===== src/mflb_pkg.sv =====
// ----------------------------------------------------------------------------
// Misaligned fetch line buffer package
// Shared constants, the line lookup result type and the word selection
// functions of the fetch line buffer.
// ----------------------------------------------------------------------------
package mflb_pkg;

   localparam int ADDR_WIDTH_DEFAULT = 32;
   localparam int LINE_WIDTH = 64;
   localparam int WORD_WIDTH = 32;
   localparam int HALF_WIDTH = 16;
   localparam int OFFSET_BITS = 3;
   localparam int STATE_WIDTH = 2;

   localparam logic [2:0] SRC_NONE = 3'b000;
   localparam logic [2:0] SRC_L1 = 3'b001;
   localparam logic [2:0] SRC_L2 = 3'b010;
   localparam logic [2:0] SRC_RSP = 3'b100;

   localparam logic [1:0] SEL_LOW = 2'd0;
   localparam logic [1:0] SEL_MID = 2'd1;
   localparam logic [1:0] SEL_HIGH = 2'd2;
   localparam logic [1:0] SEL_STRADDLE = 2'd3;

   typedef struct packed {
      logic [2:0] src;
      logic [LINE_WIDTH-1:0] data;
      logic fault;
   } mflb_hit_type;

   function automatic logic [WORD_WIDTH-1:0] pick_word(
      input logic [1:0] sel,
      input logic [LINE_WIDTH-1:0] d0,
      input logic [LINE_WIDTH-1:0] d1
   );
      logic [WORD_WIDTH-1:0] word;
      unique case (sel)
         SEL_LOW: word = d0[31:0];
         SEL_MID: word = d0[47:16];
         SEL_HIGH: word = d0[63:32];
         default: word = {d1[HALF_WIDTH-1:0], d0[63:48]};
      endcase
      return word;
   endfunction

   function automatic logic pick_fault(
      input logic [1:0] sel,
      input logic f0,
      input logic f1
   );
      return (sel == SEL_STRADDLE) ? (f0 | f1) : f0;
   endfunction

endpackage


===== src/mflb_lookup.sv =====
// ----------------------------------------------------------------------------
// Line lookup
// Finds the stored line, or the line arriving from memory, that holds an
// address and returns its data, fault bit and source.
// ----------------------------------------------------------------------------
module mflb_lookup
   import mflb_pkg::*;
#(
   parameter int ADDR_WIDTH = ADDR_WIDTH_DEFAULT
) (
   input  logic [ADDR_WIDTH-1:0] addr,
   input  logic line_en,
   input  logic rsp_en,
   input  logic [ADDR_WIDTH-OFFSET_BITS-1:0] tag0,
   input  logic [ADDR_WIDTH-OFFSET_BITS-1:0] tag1,
   input  logic [LINE_WIDTH-1:0] data0,
   input  logic [LINE_WIDTH-1:0] data1,
   input  logic fault0,
   input  logic fault1,
   input  logic [ADDR_WIDTH-OFFSET_BITS-1:0] pend_tag,
   input  logic [LINE_WIDTH-1:0] rsp_data,
   input  logic rsp_fault,
   output mflb_hit_type hit
);

   logic [ADDR_WIDTH-OFFSET_BITS-1:0] tag;

   assign tag = addr[ADDR_WIDTH-1:OFFSET_BITS];

   always_comb begin
      hit = '0;
      priority if (tag == tag0) begin
         hit.data = data0;
         hit.fault = fault0;
         hit.src = line_en ? SRC_L1 : SRC_NONE;
      end else if (tag == tag1) begin
         hit.data = data1;
         hit.fault = fault1;
         hit.src = line_en ? SRC_L2 : SRC_NONE;
      end else if (tag == pend_tag) begin
         hit.data = rsp_data;
         hit.fault = rsp_fault;
         hit.src = rsp_en ? SRC_RSP : SRC_NONE;
      end else begin
         hit.src = SRC_NONE;
      end
   end

endmodule


===== src/mflb_core.sv =====
// ----------------------------------------------------------------------------
// Fetch line buffer core
// Holds the two lines, the handshake controller and the delayed-hit word,
// and advances them by one clock of port values per step.
// ----------------------------------------------------------------------------
module mflb_core
   import mflb_pkg::*;
#(
   parameter int ADDR_WIDTH = ADDR_WIDTH_DEFAULT
) (
   input  logic clock,
   input  logic reset,
   input  logic step_en,
   input  logic in_req_valid,
   input  logic [ADDR_WIDTH-1:0] in_req_address,
   input  logic in_mem_req_ready,
   input  logic in_mem_resp_valid,
   input  logic [LINE_WIDTH-1:0] in_mem_resp_data,
   input  logic in_mem_resp_fault,
   input  logic in_resp_ready,
   input  logic in_flush,
   output logic out_req_ready,
   output logic out_mem_req_valid,
   output logic [ADDR_WIDTH-1:0] out_mem_req_address,
   output logic out_resp_valid,
   output logic [ADDR_WIDTH-1:0] out_resp_address,
   output logic [WORD_WIDTH-1:0] out_resp_data,
   output logic out_resp_fault,
   output logic [STATE_WIDTH-1:0] out_control_state
);

   localparam int TW = ADDR_WIDTH - OFFSET_BITS;

   typedef enum logic [STATE_WIDTH-1:0] {
      ST_IDLE,
      ST_GRANT,
      ST_RESP,
      ST_ACCEPT
   } state_type;

   function automatic state_type after_accept(input logic need, input logic mrdy);
      state_type nxt;
      if (!need) begin
         nxt = ST_ACCEPT;
      end else if (mrdy) begin
         nxt = ST_RESP;
      end else begin
         nxt = ST_GRANT;
      end
      return nxt;
   endfunction

   state_type state_ff, state_in;
   logic [TW-1:0] tag0_ff, tag0_in, tag1_ff, tag1_in;
   logic [LINE_WIDTH-1:0] data0_ff, data0_in, data1_ff, data1_in;
   logic fault0_ff, fault0_in, fault1_ff, fault1_in;
   logic [ADDR_WIDTH-1:0] pend_ff, pend_in;
   logic [ADDR_WIDTH-1:0] cur_ff, cur_in;
   logic dbl_ff, dbl_in;
   logic held_valid_ff, held_valid_in;
   logic [WORD_WIDTH-1:0] held_word_ff, held_word_in;
   logic held_fault_ff, held_fault_in;

   logic waitr, rcv, need, reuse, rready, memv;
   logic [ADDR_WIDTH-1:0] a0, a1, h1, maddr;
   logic [TW-1:0] ptag;
   logic [2:0] any_src, hold_src;
   mflb_hit_type hit0, hit1, hold0, hold1;

   assign waitr = (state_ff == ST_RESP) && !in_mem_resp_valid;
   assign rcv = !waitr && (in_req_valid || dbl_ff);
   assign a0 = dbl_ff ? cur_ff : in_req_address;
   assign a1 = a0 + ADDR_WIDTH'(2);
   assign h1 = cur_ff + ADDR_WIDTH'(2);
   assign ptag = pend_ff[ADDR_WIDTH-1:OFFSET_BITS];

   mflb_lookup #(.ADDR_WIDTH(ADDR_WIDTH)) u_hit0 (
      .addr(a0), .line_en(rcv), .rsp_en(in_mem_resp_valid),
      .tag0(tag0_ff), .tag1(tag1_ff), .data0(data0_ff), .data1(data1_ff),
      .fault0(fault0_ff), .fault1(fault1_ff), .pend_tag(ptag),
      .rsp_data(in_mem_resp_data), .rsp_fault(in_mem_resp_fault), .hit(hit0)
   );

   mflb_lookup #(.ADDR_WIDTH(ADDR_WIDTH)) u_hit1 (
      .addr(a1), .line_en(rcv), .rsp_en(in_mem_resp_valid),
      .tag0(tag0_ff), .tag1(tag1_ff), .data0(data0_ff), .data1(data1_ff),
      .fault0(fault0_ff), .fault1(fault1_ff), .pend_tag(ptag),
      .rsp_data(in_mem_resp_data), .rsp_fault(in_mem_resp_fault), .hit(hit1)
   );

   mflb_lookup #(.ADDR_WIDTH(ADDR_WIDTH)) u_hold0 (
      .addr(cur_ff), .line_en(1'b1), .rsp_en(1'b0),
      .tag0(tag0_ff), .tag1(tag1_ff), .data0(data0_ff), .data1(data1_ff),
      .fault0(fault0_ff), .fault1(fault1_ff), .pend_tag(ptag),
      .rsp_data(in_mem_resp_data), .rsp_fault(in_mem_resp_fault), .hit(hold0)
   );

   mflb_lookup #(.ADDR_WIDTH(ADDR_WIDTH)) u_hold1 (
      .addr(h1), .line_en(1'b1), .rsp_en(1'b0),
      .tag0(tag0_ff), .tag1(tag1_ff), .data0(data0_ff), .data1(data1_ff),
      .fault0(fault0_ff), .fault1(fault1_ff), .pend_tag(ptag),
      .rsp_data(in_mem_resp_data), .rsp_fault(in_mem_resp_fault), .hit(hold1)
   );

   assign need = !((hit0.src != SRC_NONE) && (hit1.src != SRC_NONE));
   assign memv = need && rcv;
   assign rready = !need || (in_mem_req_ready && !waitr);
   assign any_src = hit0.src | hit1.src;
   assign hold_src = hold0.src | hold1.src;

   always_comb begin
      priority if (dbl_ff) begin
         maddr = {h1[ADDR_WIDTH-1:OFFSET_BITS], OFFSET_BITS'(0)};
      end else if (hit0.src == SRC_NONE) begin
         maddr = {a0[ADDR_WIDTH-1:OFFSET_BITS], OFFSET_BITS'(0)};
      end else begin
         maddr = {a1[ADDR_WIDTH-1:OFFSET_BITS], OFFSET_BITS'(0)};
      end
   end

   always_comb begin
      if (in_resp_ready) begin
         reuse = ((any_src & SRC_L2) != SRC_NONE)
                 && (tag1_ff != maddr[ADDR_WIDTH-1:OFFSET_BITS]) && need;
      end else begin
         reuse = ((hold_src & SRC_L2) != SRC_NONE) && ((hold_src & SRC_L1) == SRC_NONE)
                 && (tag1_ff != ptag);
      end
   end

   always_comb begin
      state_in = state_ff;
      dbl_in = dbl_ff;
      cur_in = cur_ff;
      pend_in = pend_ff;
      held_valid_in = held_valid_ff;
      held_word_in = held_word_ff;
      held_fault_in = held_fault_ff;
      tag0_in = tag0_ff;
      tag1_in = tag1_ff;
      data0_in = data0_ff;
      data1_in = data1_ff;
      fault0_in = fault0_ff;
      fault1_in = fault1_ff;

      if (rcv && !need) begin
         held_valid_in = 1'b1;
         held_word_in = pick_word(in_req_address[2:1], hit0.data, hit1.data);
         held_fault_in = pick_fault(in_req_address[2:1], hit0.fault, hit1.fault);
      end else if (in_resp_ready) begin
         held_valid_in = 1'b0;
         held_word_in = '0;
         held_fault_in = 1'b0;
      end

      if ((memv && in_mem_req_ready && !waitr) || (dbl_ff && !waitr)) begin
         pend_in = maddr;
      end

      unique case (state_ff)
         ST_IDLE: begin
            if (rcv) begin
               state_in = after_accept(need, in_mem_req_ready);
            end
         end
         ST_GRANT: begin
            priority if (in_mem_req_ready) begin
               state_in = ST_RESP;
            end else if (!need) begin
               state_in = ST_ACCEPT;
            end else begin
               state_in = ST_GRANT;
            end
         end
         ST_RESP: begin
            if (in_mem_resp_valid) begin
               priority if (!in_resp_ready) begin
                  state_in = ST_ACCEPT;
               end else if (!rcv) begin
                  state_in = ST_IDLE;
               end else begin
                  state_in = after_accept(need, in_mem_req_ready);
               end
            end
         end
         default: begin
            if (in_resp_ready) begin
               state_in = rcv ? after_accept(need, in_mem_req_ready) : ST_IDLE;
            end
         end
      endcase

      if (rcv && rready) begin
         dbl_in = (in_req_address[2:1] == SEL_STRADDLE) && (hit0.src == SRC_NONE)
                  && (hit1.src == SRC_NONE) && !dbl_ff;
         if (!dbl_ff) begin
            cur_in = in_req_address;
         end
      end

      if (in_mem_resp_valid) begin
         if (!reuse) begin
            tag1_in = tag0_ff;
            data1_in = data0_ff;
            fault1_in = fault0_ff;
         end
         tag0_in = ptag;
         data0_in = in_mem_resp_data;
         fault0_in = in_mem_resp_fault;
      end
      if (in_flush) begin
         tag0_in = '1;
         tag1_in = '1;
      end
   end

   assign out_req_ready = rready;
   assign out_mem_req_valid = memv;
   assign out_mem_req_address = maddr;
   assign out_resp_valid = (state_ff == ST_ACCEPT) ? !dbl_ff : (in_mem_resp_valid && !dbl_ff);
   assign out_resp_address = cur_ff;
   assign out_resp_data = held_valid_ff ? held_word_ff
                                        : pick_word(cur_ff[2:1], hold0.data, hold1.data);
   assign out_resp_fault = held_valid_ff ? held_fault_ff
                                         : pick_fault(cur_ff[2:1], hold0.fault, hold1.fault);
   assign out_control_state = state_ff;

   always_ff @(posedge clock) begin
      if (reset) begin
         state_ff <= ST_IDLE;
         tag0_ff <= '1;
         tag1_ff <= '1;
         data0_ff <= '0;
         data1_ff <= '0;
         fault0_ff <= 1'b0;
         fault1_ff <= 1'b0;
         pend_ff <= '0;
         cur_ff <= '0;
         dbl_ff <= 1'b0;
         held_valid_ff <= 1'b0;
         held_word_ff <= '0;
         held_fault_ff <= 1'b0;
      end else if (step_en) begin
         state_ff <= state_in;
         tag0_ff <= tag0_in;
         tag1_ff <= tag1_in;
         data0_ff <= data0_in;
         data1_ff <= data1_in;
         fault0_ff <= fault0_in;
         fault1_ff <= fault1_in;
         pend_ff <= pend_in;
         cur_ff <= cur_in;
         dbl_ff <= dbl_in;
         held_valid_ff <= held_valid_in;
         held_word_ff <= held_word_in;
         held_fault_ff <= held_fault_in;
      end
   end

endmodule


===== src/misaligned_fetch_line_buffer.sv =====
// A request passes from the input register to the result register before its result
// is on the rsp ports; it waits in the input register while the held result is stalled.
// Throughput: one request per clock while not stalled; the input register passes its
// request to the result register whenever that register is empty or is being taken.
// Reset is synchronous and active high; it empties both registers, sets both line
// tags to all ones and clears the rest of the state.
// ----------------------------------------------------------------------------
// Misaligned fetch line buffer
// Takes one clock of fetch and memory port values per request and returns that
// clock's port outputs, stepping the fetch line buffer state once per request.
// ----------------------------------------------------------------------------
module misaligned_fetch_line_buffer
   import mflb_pkg::*;
#(
   parameter int ADDR_WIDTH = ADDR_WIDTH_DEFAULT
) (
   input  logic clock,
   input  logic reset,
   input  logic req_valid,
   output logic req_stall,
   input  logic req_req_valid,
   input  logic [ADDR_WIDTH-1:0] req_req_address,
   input  logic req_mem_req_ready,
   input  logic req_mem_resp_valid,
   input  logic [LINE_WIDTH-1:0] req_mem_resp_data,
   input  logic req_mem_resp_fault,
   input  logic req_resp_ready,
   input  logic req_flush,
   output logic rsp_valid,
   input  logic rsp_stall,
   output logic rsp_req_ready,
   output logic rsp_mem_req_valid,
   output logic [ADDR_WIDTH-1:0] rsp_mem_req_address,
   output logic rsp_resp_valid,
   output logic [ADDR_WIDTH-1:0] rsp_resp_address,
   output logic [WORD_WIDTH-1:0] rsp_resp_data,
   output logic rsp_resp_fault,
   output logic [STATE_WIDTH-1:0] rsp_control_state
);

   logic in_valid_ff;
   logic in_req_valid_ff;
   logic [ADDR_WIDTH-1:0] in_req_address_ff;
   logic in_mem_req_ready_ff;
   logic in_mem_resp_valid_ff;
   logic [LINE_WIDTH-1:0] in_mem_resp_data_ff;
   logic in_mem_resp_fault_ff;
   logic in_resp_ready_ff;
   logic in_flush_ff;

   logic out_valid_ff;
   logic out_req_ready_ff;
   logic out_mem_req_valid_ff;
   logic [ADDR_WIDTH-1:0] out_mem_req_address_ff;
   logic out_resp_valid_ff;
   logic [ADDR_WIDTH-1:0] out_resp_address_ff;
   logic [WORD_WIDTH-1:0] out_resp_data_ff;
   logic out_resp_fault_ff;
   logic [STATE_WIDTH-1:0] out_control_state_ff;

   logic accept, advance;
   logic core_req_ready, core_mem_req_valid, core_resp_valid, core_resp_fault;
   logic [ADDR_WIDTH-1:0] core_mem_req_address, core_resp_address;
   logic [WORD_WIDTH-1:0] core_resp_data;
   logic [STATE_WIDTH-1:0] core_control_state;

   assign advance = in_valid_ff && (!out_valid_ff || !rsp_stall);
   assign req_stall = in_valid_ff && out_valid_ff && rsp_stall;
   assign accept = req_valid && !req_stall;

   mflb_core #(.ADDR_WIDTH(ADDR_WIDTH)) u_core (
      .clock(clock),
      .reset(reset),
      .step_en(advance),
      .in_req_valid(in_req_valid_ff),
      .in_req_address(in_req_address_ff),
      .in_mem_req_ready(in_mem_req_ready_ff),
      .in_mem_resp_valid(in_mem_resp_valid_ff),
      .in_mem_resp_data(in_mem_resp_data_ff),
      .in_mem_resp_fault(in_mem_resp_fault_ff),
      .in_resp_ready(in_resp_ready_ff),
      .in_flush(in_flush_ff),
      .out_req_ready(core_req_ready),
      .out_mem_req_valid(core_mem_req_valid),
      .out_mem_req_address(core_mem_req_address),
      .out_resp_valid(core_resp_valid),
      .out_resp_address(core_resp_address),
      .out_resp_data(core_resp_data),
      .out_resp_fault(core_resp_fault),
      .out_control_state(core_control_state)
   );

   always_ff @(posedge clock) begin
      if (reset) begin
         in_valid_ff <= 1'b0;
         out_valid_ff <= 1'b0;
      end else begin
         if (accept) begin
            in_valid_ff <= 1'b1;
         end else if (advance) begin
            in_valid_ff <= 1'b0;
         end
         if (advance) begin
            out_valid_ff <= 1'b1;
         end else if (!rsp_stall) begin
            out_valid_ff <= 1'b0;
         end
      end
   end

   always_ff @(posedge clock) begin
      if (accept) begin
         in_req_valid_ff <= req_req_valid;
         in_req_address_ff <= req_req_address;
         in_mem_req_ready_ff <= req_mem_req_ready;
         in_mem_resp_valid_ff <= req_mem_resp_valid;
         in_mem_resp_data_ff <= req_mem_resp_data;
         in_mem_resp_fault_ff <= req_mem_resp_fault;
         in_resp_ready_ff <= req_resp_ready;
         in_flush_ff <= req_flush;
      end
      if (advance) begin
         out_req_ready_ff <= core_req_ready;
         out_mem_req_valid_ff <= core_mem_req_valid;
         out_mem_req_address_ff <= core_mem_req_address;
         out_resp_valid_ff <= core_resp_valid;
         out_resp_address_ff <= core_resp_address;
         out_resp_data_ff <= core_resp_data;
         out_resp_fault_ff <= core_resp_fault;
         out_control_state_ff <= core_control_state;
      end
   end

   assign rsp_valid = out_valid_ff;
   assign rsp_req_ready = out_req_ready_ff;
   assign rsp_mem_req_valid = out_mem_req_valid_ff;
   assign rsp_mem_req_address = out_mem_req_address_ff;
   assign rsp_resp_valid = out_resp_valid_ff;
   assign rsp_resp_address = out_resp_address_ff;
   assign rsp_resp_data = out_resp_data_ff;
   assign rsp_resp_fault = out_resp_fault_ff;
   assign rsp_control_state = out_control_state_ff;

`ifndef SYNTHESIS
   a_stall_only_when_full: assert property (@(posedge clock) disable iff (reset)
      req_stall |-> (rsp_valid && in_valid_ff))
      else $error("Input stalled while the result register can take a request.");

   a_line_address_aligned: assert property (@(posedge clock) disable iff (reset)
      rsp_valid |-> (rsp_mem_req_address[OFFSET_BITS-1:0] == '0))
      else $error("Line request address is not line aligned.");

   a_accept_fills_input: assert property (@(posedge clock) disable iff (reset)
      (req_valid && !req_stall) |=> in_valid_ff)
      else $error("Accepted request did not reach the input register.");

   a_advance_fills_output: assert property (@(posedge clock) disable iff (reset)
      advance |=> rsp_valid)
      else $error("Stepped request did not reach the result register.");
`endif

endmodule


===== config.mk =====
export PLATFORM = sky130hd
export DESIGN_NAME = misaligned_fetch_line_buffer
export DESIGN_NICKNAME = d
export VERILOG_FILES = /design/src/mflb_pkg.sv /design/src/mflb_lookup.sv /design/src/mflb_core.sv /design/src/misaligned_fetch_line_buffer.sv
export SDC_FILE = /design/constraint.sdc
export NUM_CORES = 2
export LEC_CHECK = 0
export ABC_AREA = 1
export BUFFER_PORTS_ARGS = -buffer_cell sky130_fd_sc_hd__buf_2
export CAP_MARGIN = 20
export CORE_AREA = 5 5 329 331
export DETAILED_ROUTE_END_ITERATION = 16
export DIE_AREA = 0 0 334 336
export GPL_ROUTABILITY_DRIVEN = 0
export HOLD_SLACK_MARGIN = 0.03
export PLACE_DENSITY = 0.43
export RECOVER_POWER = 25
export SLEW_MARGIN = 20
export SYNTH_ARGS = -nofsm -noshare
export SYNTH_HDL_FRONTEND = slang
export SYNTH_SLANG_ARGS = --single-unit

===== constraint.sdc =====
create_clock -name clock -period 8.3 [get_ports clock]
set_input_delay 0.83 -clock clock [delete_from_list [all_inputs] [get_ports clock]]
set_output_delay 0.83 -clock clock [all_outputs]
set_load 0.03 [all_outputs]

### Word-level counts from Yosys, hierarchy flattened

Cells that the tools add are included.

* register bits after elaboration: 495
* latch bits: 0
* memory bits (writable): 0
* memory bits (read-only): 0
* bits of input ports: 106
* output and inout bits: 104
* logic and storage cells: 170
* memories: 0

* add/subtract/negate cells: 2
* $mul: 0
* div/mod/pow operators: 0
* $lt $le $gt $ge: 0
* eq/ne operators: 27
* shift-type cells: 0
* muxes and demuxes: 52
* bitwise gates (word level): 5
* reductions and logical operators: 53

Operators with widths (count)
* equality test 29 bit: 12
* 2-to-1 mux 68 bit: 4
* 2-to-1 mux 67 bit: 4
* 2-to-1 mux 65 bit: 4
* 2-to-1 mux 32 bit: 6
* one-hot mux 32 bit (3 select lines): 2
* 2-to-1 mux 29 bit: 5
* adder 32 x 2 -> 32 bit (second input constant): 2
* != test 29 bit: 2
* logical AND 1 bit: 22
* 2-to-1 mux 2 bit: 10
* 2-to-1 mux 1 bit: 13
* equality test 2 bit (second input constant): 6
* AND reduction 2 bit: 5
* logical NOT 3 bit: 3
* 2-to-1 mux 3 bit: 3
* logical NOT 1 bit: 7
* equality test 2 x 1 -> 1 bit (second input constant): 3
* logical NOT 2 bit: 3
* one-hot mux 2 bit (3 select lines): 1
* AND reduction 3 bit: 2
* nonzero test 2 bit: 3
* nonzero test 3 bit: 2
* logical OR 1 bit: 4
* other kinds (7): 11

### Longest topological paths before layout

* depth after elaboration: 17
* mapped depth: 35
* gate-level depth less buffers: 31

### Cells and area by module

A second synthesis with hierarchy kept.

* cell total of the unflattened synthesis: 5971
* area, all modules: 37126.9 µm²

Modules (own cells, without submodules)
* mflb_core: times used 1, cells each 2591, area each 16410.7 µm²
* mflb_lookup: times used 4, cells each 791, area each 3624.7 µm²
* misaligned_fetch_line_buffer: times used 1, cells each 216, area each 6217.2 µm²

### Worst setup path before layout

OpenSTA, ideal clock, no wires.

* path type: input port to flip-flop
* from: input rsp_stall
* to: register u_core.data0_ff[61]
* library setup time: 70 ps
* arrival: 7204 ps
* required time: 8230 ps
* path slack: 1026 ps
* stages on the path: 9
* path through: nand2_1 > inv_1 > nor2_1 > inv_1 > nor2_1 > clkbuf_1 > clkbuf_1 > o21ai_0 > a21oi_1

* word-level cells in the longest chain between the ends: 4

RTL lines
* start: declaration: RTL line misaligned_fetch_line_buffer.sv:30 `input logic rsp_stall,`
* logical NOT 1 bit
* logical OR 1 bit: RTL line misaligned_fetch_line_buffer.sv:67 `assign advance = in_valid_ff && (!out_valid_ff || !rsp_stall);`
* logical AND 1 bit: RTL line misaligned_fetch_line_buffer.sv:67
* net advance: RTL line misaligned_fetch_line_buffer.sv:61 `logic accept, advance;`
* AND reduction 2 bit (no line)
* end signal: assignment: RTL line mflb_core.sv:247 `data0_ff <= data0_in;`
* end: declaration: RTL line mflb_core.sv:55 `logic [LINE_WIDTH-1:0] data0_ff, data0_in, data1_ff, data1_in;`

The timed path passes the listed nets, and every way through them passes these cells.
A chain may end at the register's enable or synchronous reset.

### Worst setup path in the final report

* from: register u_core.dbl_ff
* to: register u_core.tag1_ff[1]

* word-level cells in the longest chain between the ends: 14
* elaborated cells between the ends (all ways): 32
* those cells by class: 1 x add/sub; 8 x eq/ne; 12 x mux; 1 x bitwise; 10 x reduce/logical

RTL lines
* start: declaration: RTL line mflb_core.sv:59 `logic dbl_ff, dbl_in;`
* start signal: assignment: RTL line mflb_core.sv:253 `dbl_ff <= dbl_in;`
* parallel branches: the longest is 10 deep, another holds adder 32 x 2 -> 32 bit
* logical AND 1 bit (*): RTL line mflb_core.sv:124 `&& (tag1_ff != maddr[ADDR_WIDTH-1:OFFSET_BITS]) && need;`
* 2-to-1 mux 1 bit (*): RTL line mflb_core.sv:122 `if (in_resp_ready) begin`
* != test 2 bit (no line) (*)
* AND reduction 3 bit (no line) (*)
* end signal: assignment: RTL line mflb_core.sv:246 `tag1_ff <= tag1_in;`
* end: declaration: RTL line mflb_core.sv:54 `logic [TW-1:0] tag0_ff, tag0_in, tag1_ff, tag1_in;`

Mark *: on every way between the ends.

==> impl_results.md <==
* Worst-Margin Slew at approximately 3400 ps
* Clock tree from TritonCTS: built
* Max Freq at 152.6 MHz
* Worst setup path endpoint: u_core.tag1_ff[1]
* Worst path bufs/invs at 3
* Final nets at 4687
* Commonest cells after routing, fill and taps aside: 1375 x nand2_1, 481 x inv_1, 361 x nor2_1
* Die X at 334 um
* Critical path arrival at 7070 ps
* Die Height at 336 um
* Port bufs at between 200 and 250
* Non-Filler Instances at 6028
* Number of buffers created by CTS at 61
* Post-synthesis cell count at 4534
* DR pass1 iterations at 6
* Routed wire per std cell at 24.25 um
* Post-CTS setup buffers at 0
* DR WL met3 at 14.69 mm
* Routed Antenna Nets at 0
* Area Overhead vs Synth at 13.70%
* Initial core utilization at 29.79%
* Fin Clk Skew at 38.66 ps
* Seq cells post-synth at 489
* Clk slew on worst S/H paths at about 60 ps
* Mapped cell area at 31220 sq um
* Dpl cells at 5908
* Most common flop cell mapped by yosys: dfxtp_1
* Initial antenna violation count at 11
* Critical R2R Launch: u_core.dbl_ff
* Clock latency on the worst-skew pair at 720 ps
* H-tree Lvls at 2
* CP Class: reg2reg
* Seq/Total Area, Yosys at 37.79%
* Total core area at between 100000 and 150000 sq um
* Routed wire length on met2 at just under 60 mm
* Critical Path Sink Type: flop
* Peak supply drop at 0.0001691 V
* Top-area cell type share of the netlist area at just under 20%
* Leak at between 15 and 20 nW
* Min Tclk post-route at 6552 ps
* R2r endpoint: u_core.tag1_ff[1]
* # hold bufs at CTS at 0
* Reg2reg path depth at 30
* Async SR Flop Fraction at 0%
* Hold_ws at 289.3 ps
* Status: finished, violations left
* Max-cap violation count at 3
* Crit start category: flop
* First-pass GRT wire length at 210.6 mm
* Pwr/cell area at ~190 nW/um^2
* Setup_tns at 0 ps
* IO Count at 210
* Total number of vias at 31900
* Most common cell after layout, fill and taps aside: nand2_1
* DR iter-0 viols at 3646
* Fraction of layout cells with a size suffix above 1 at 9.948%
* Hold Vio Cnt, Final at 0
* EDFF count, synth at ~200
* Max layer used: met5
* Failing checks: max-capacitance violations, max-slew violations
* Top cells by area, synth: edfxtp_1 19%, dfxtp_1 18%, nand2_1 17%
* Vias per cell at roughly 5.3
* Crit-path leading delay family: simple AND/OR/NAND/NOR gates
* Yosys top cell by area: edfxtp_1
* Worst-path maximum fanout at 58
* Critical path startpoint: u_core.dbl_ff
* Detailed placer's ending HPWL at about 110 mm
* Final Setup Violations at 0
* Most common cell on crit path: nand2_1
* Remaining Overflow, GRT at 0
* Final WL at 146.2 mm
* # rows at 119
* Vias in the first global route at 29230
* CP Depth at 30
* Largest net degree at the start of global routing at between 100 and 150
* Synthesis warning total at 0
* CP required at 8820 ps
* Syn Area/Cell at 6.887 sq um
* Critical path's slowest cell: inv_4
* RSZ-0062 raised after global routing: false
* Final worst-path cycle share at 78.93%
* Slew headroom at -129.8%
* Worst Hold Class: in2reg
* All-Layer GR Usage at between 20% and 30%
* R2R Setup Slk at around 1700 ps
* Clk buf depth at 3
* DRC violations left at 0
* Post-CTS Resized at 0
* Synth unique cells at 55
* CTS Sinks at 489
* Die area at roughly 110000 sq um
* Max stage delay on crit path at 570 ps
* Slew Limit Fails at around 150
* Metal-1 WL at 69.92 mm
* Root buffer cell: clkbuf_16
## power by group
group          total (mW)  switching (mW)  leakage (nW)  internal (mW)
registers            2.77           0.136          4.29           2.64
clock network        3.00            1.23          1.08           1.77
logic                1.03           0.751          10.5          0.275
total                6.80            2.12          15.9           4.69
## area by class of cell
| cell class | instances | area, sq um |
|---|---|---|
| diodes | 3 | 7.507 |
| clock buffers | 74 | 1689 |
| clock inverters | 42 | 563.0 |
| fillers | 11500 | 69320 |
| inverters | 508 | 1917 |
| multi-input cells | 3264 | 16350 |
| flip-flops and latches | 489 | 11810 |
| well taps | 1391 | 1740 |
| repair buffers | 257 | 1430 |
## through the flow
stage                     utilization [%]  worst slack [ps]  instance area, sq um  power (mW)
final                               33.87              1748                 35500       6.805
after global routing                33.86              1413                 35490       7.066
after CTS                           33.86              1739                 35500       6.852
after detailed placement            31.71              1757                 33240       3.821
after global placement              31.70              1736                 33230       3.827
after floorplan                         -              1026                 31230       3.407
## flip-flops by register name (all words and copies together), names as in the netlist, 2 cells and up
register / count
u_core.out_resp_address: 32
u_core.data0_ff: 64
u_core.tag1_ff: 29
rsp_mem_req_address: 29
rsp_resp_address: 32
in_req_address_ff: 32
u_core.data1_ff: 64
u_core.tag0_ff: 29
u_core.out_control_state: 2
in_mem_resp_data_ff: 64
rsp_control_state: 2
rsp_resp_data: 32
u_core.pend_ff: 29
u_core.held_word_ff: 32
## per-layer routing
metal | GRT usage [%] | vias up
li1 | - | 15010
met1 | 38.14 | 15230
met2 | 34.71 | 1456
met3 | 6.438 | 203
met4 | 6.241 | 8
met5 | 0 | -
## logic make-up after synthesis
group,share of synthesized area [%]
AND/OR/NAND/NOR,29.85
buffers and inverters,10.11
XOR/XNOR,6.031
flip-flops,37.79
other,0.01201
AO/OA/AOI/OAI,16.20
## cell usage after synthesis, types with 2 or more instances
cell type  count
clkbuf_2       2
o211ai_1      45
a221oi_1      32
buf_1         12
edfxtp_1     201
o2111ai_1     28
nor4_1        20
nand2_1     1380
nand2_4        4
buf_4         13
a211oi_1       6
or4_1          2
xnor2_1       81
nor2_1       365
dfxtp_1      288
o221ai_1     111
nand3_1      298
nand4_1       29
o21ai_1        6
buf_2         40
o21ai_2        3
a31oi_1       11
nor2_8         5
nand2_2       30
clkinv_1       6
nor3_1        34
xor2_1       134
a21oi_1      231
nand3b_1      13
nor2_2         9
nand3_2        4
o21a_1        26
nor3_2         5
buf_6         15
inv_2         17
nor2_4         6
inv_1        483
clkbuf_1     193
o21ai_0      294
or2_2          5
o22ai_1       33
## how the worst min path moves through the flow
stage / cells past startpoint / start / slack, ps / end
3_5_place_dp: 0 / u_core.out_resp_address[0] / 420 / rsp_resp_address[0]
3_3_place_gp: 0 / u_core.out_resp_address[0] / 420 / rsp_resp_address[0]
2_1_floorplan: 0 / u_core.out_resp_address[0] / 400 / rsp_resp_address[0]
4_1_cts: 1 / req_mem_resp_data[21] / 240 / in_mem_resp_data_ff[21]
6_report: 1 / req_mem_resp_data[63] / 290 / in_mem_resp_data_ff[63]
5_1_grt: 1 / req_mem_resp_data[50] / 260 / in_mem_resp_data_ff[50]
(Power assumes the default switching activity.)
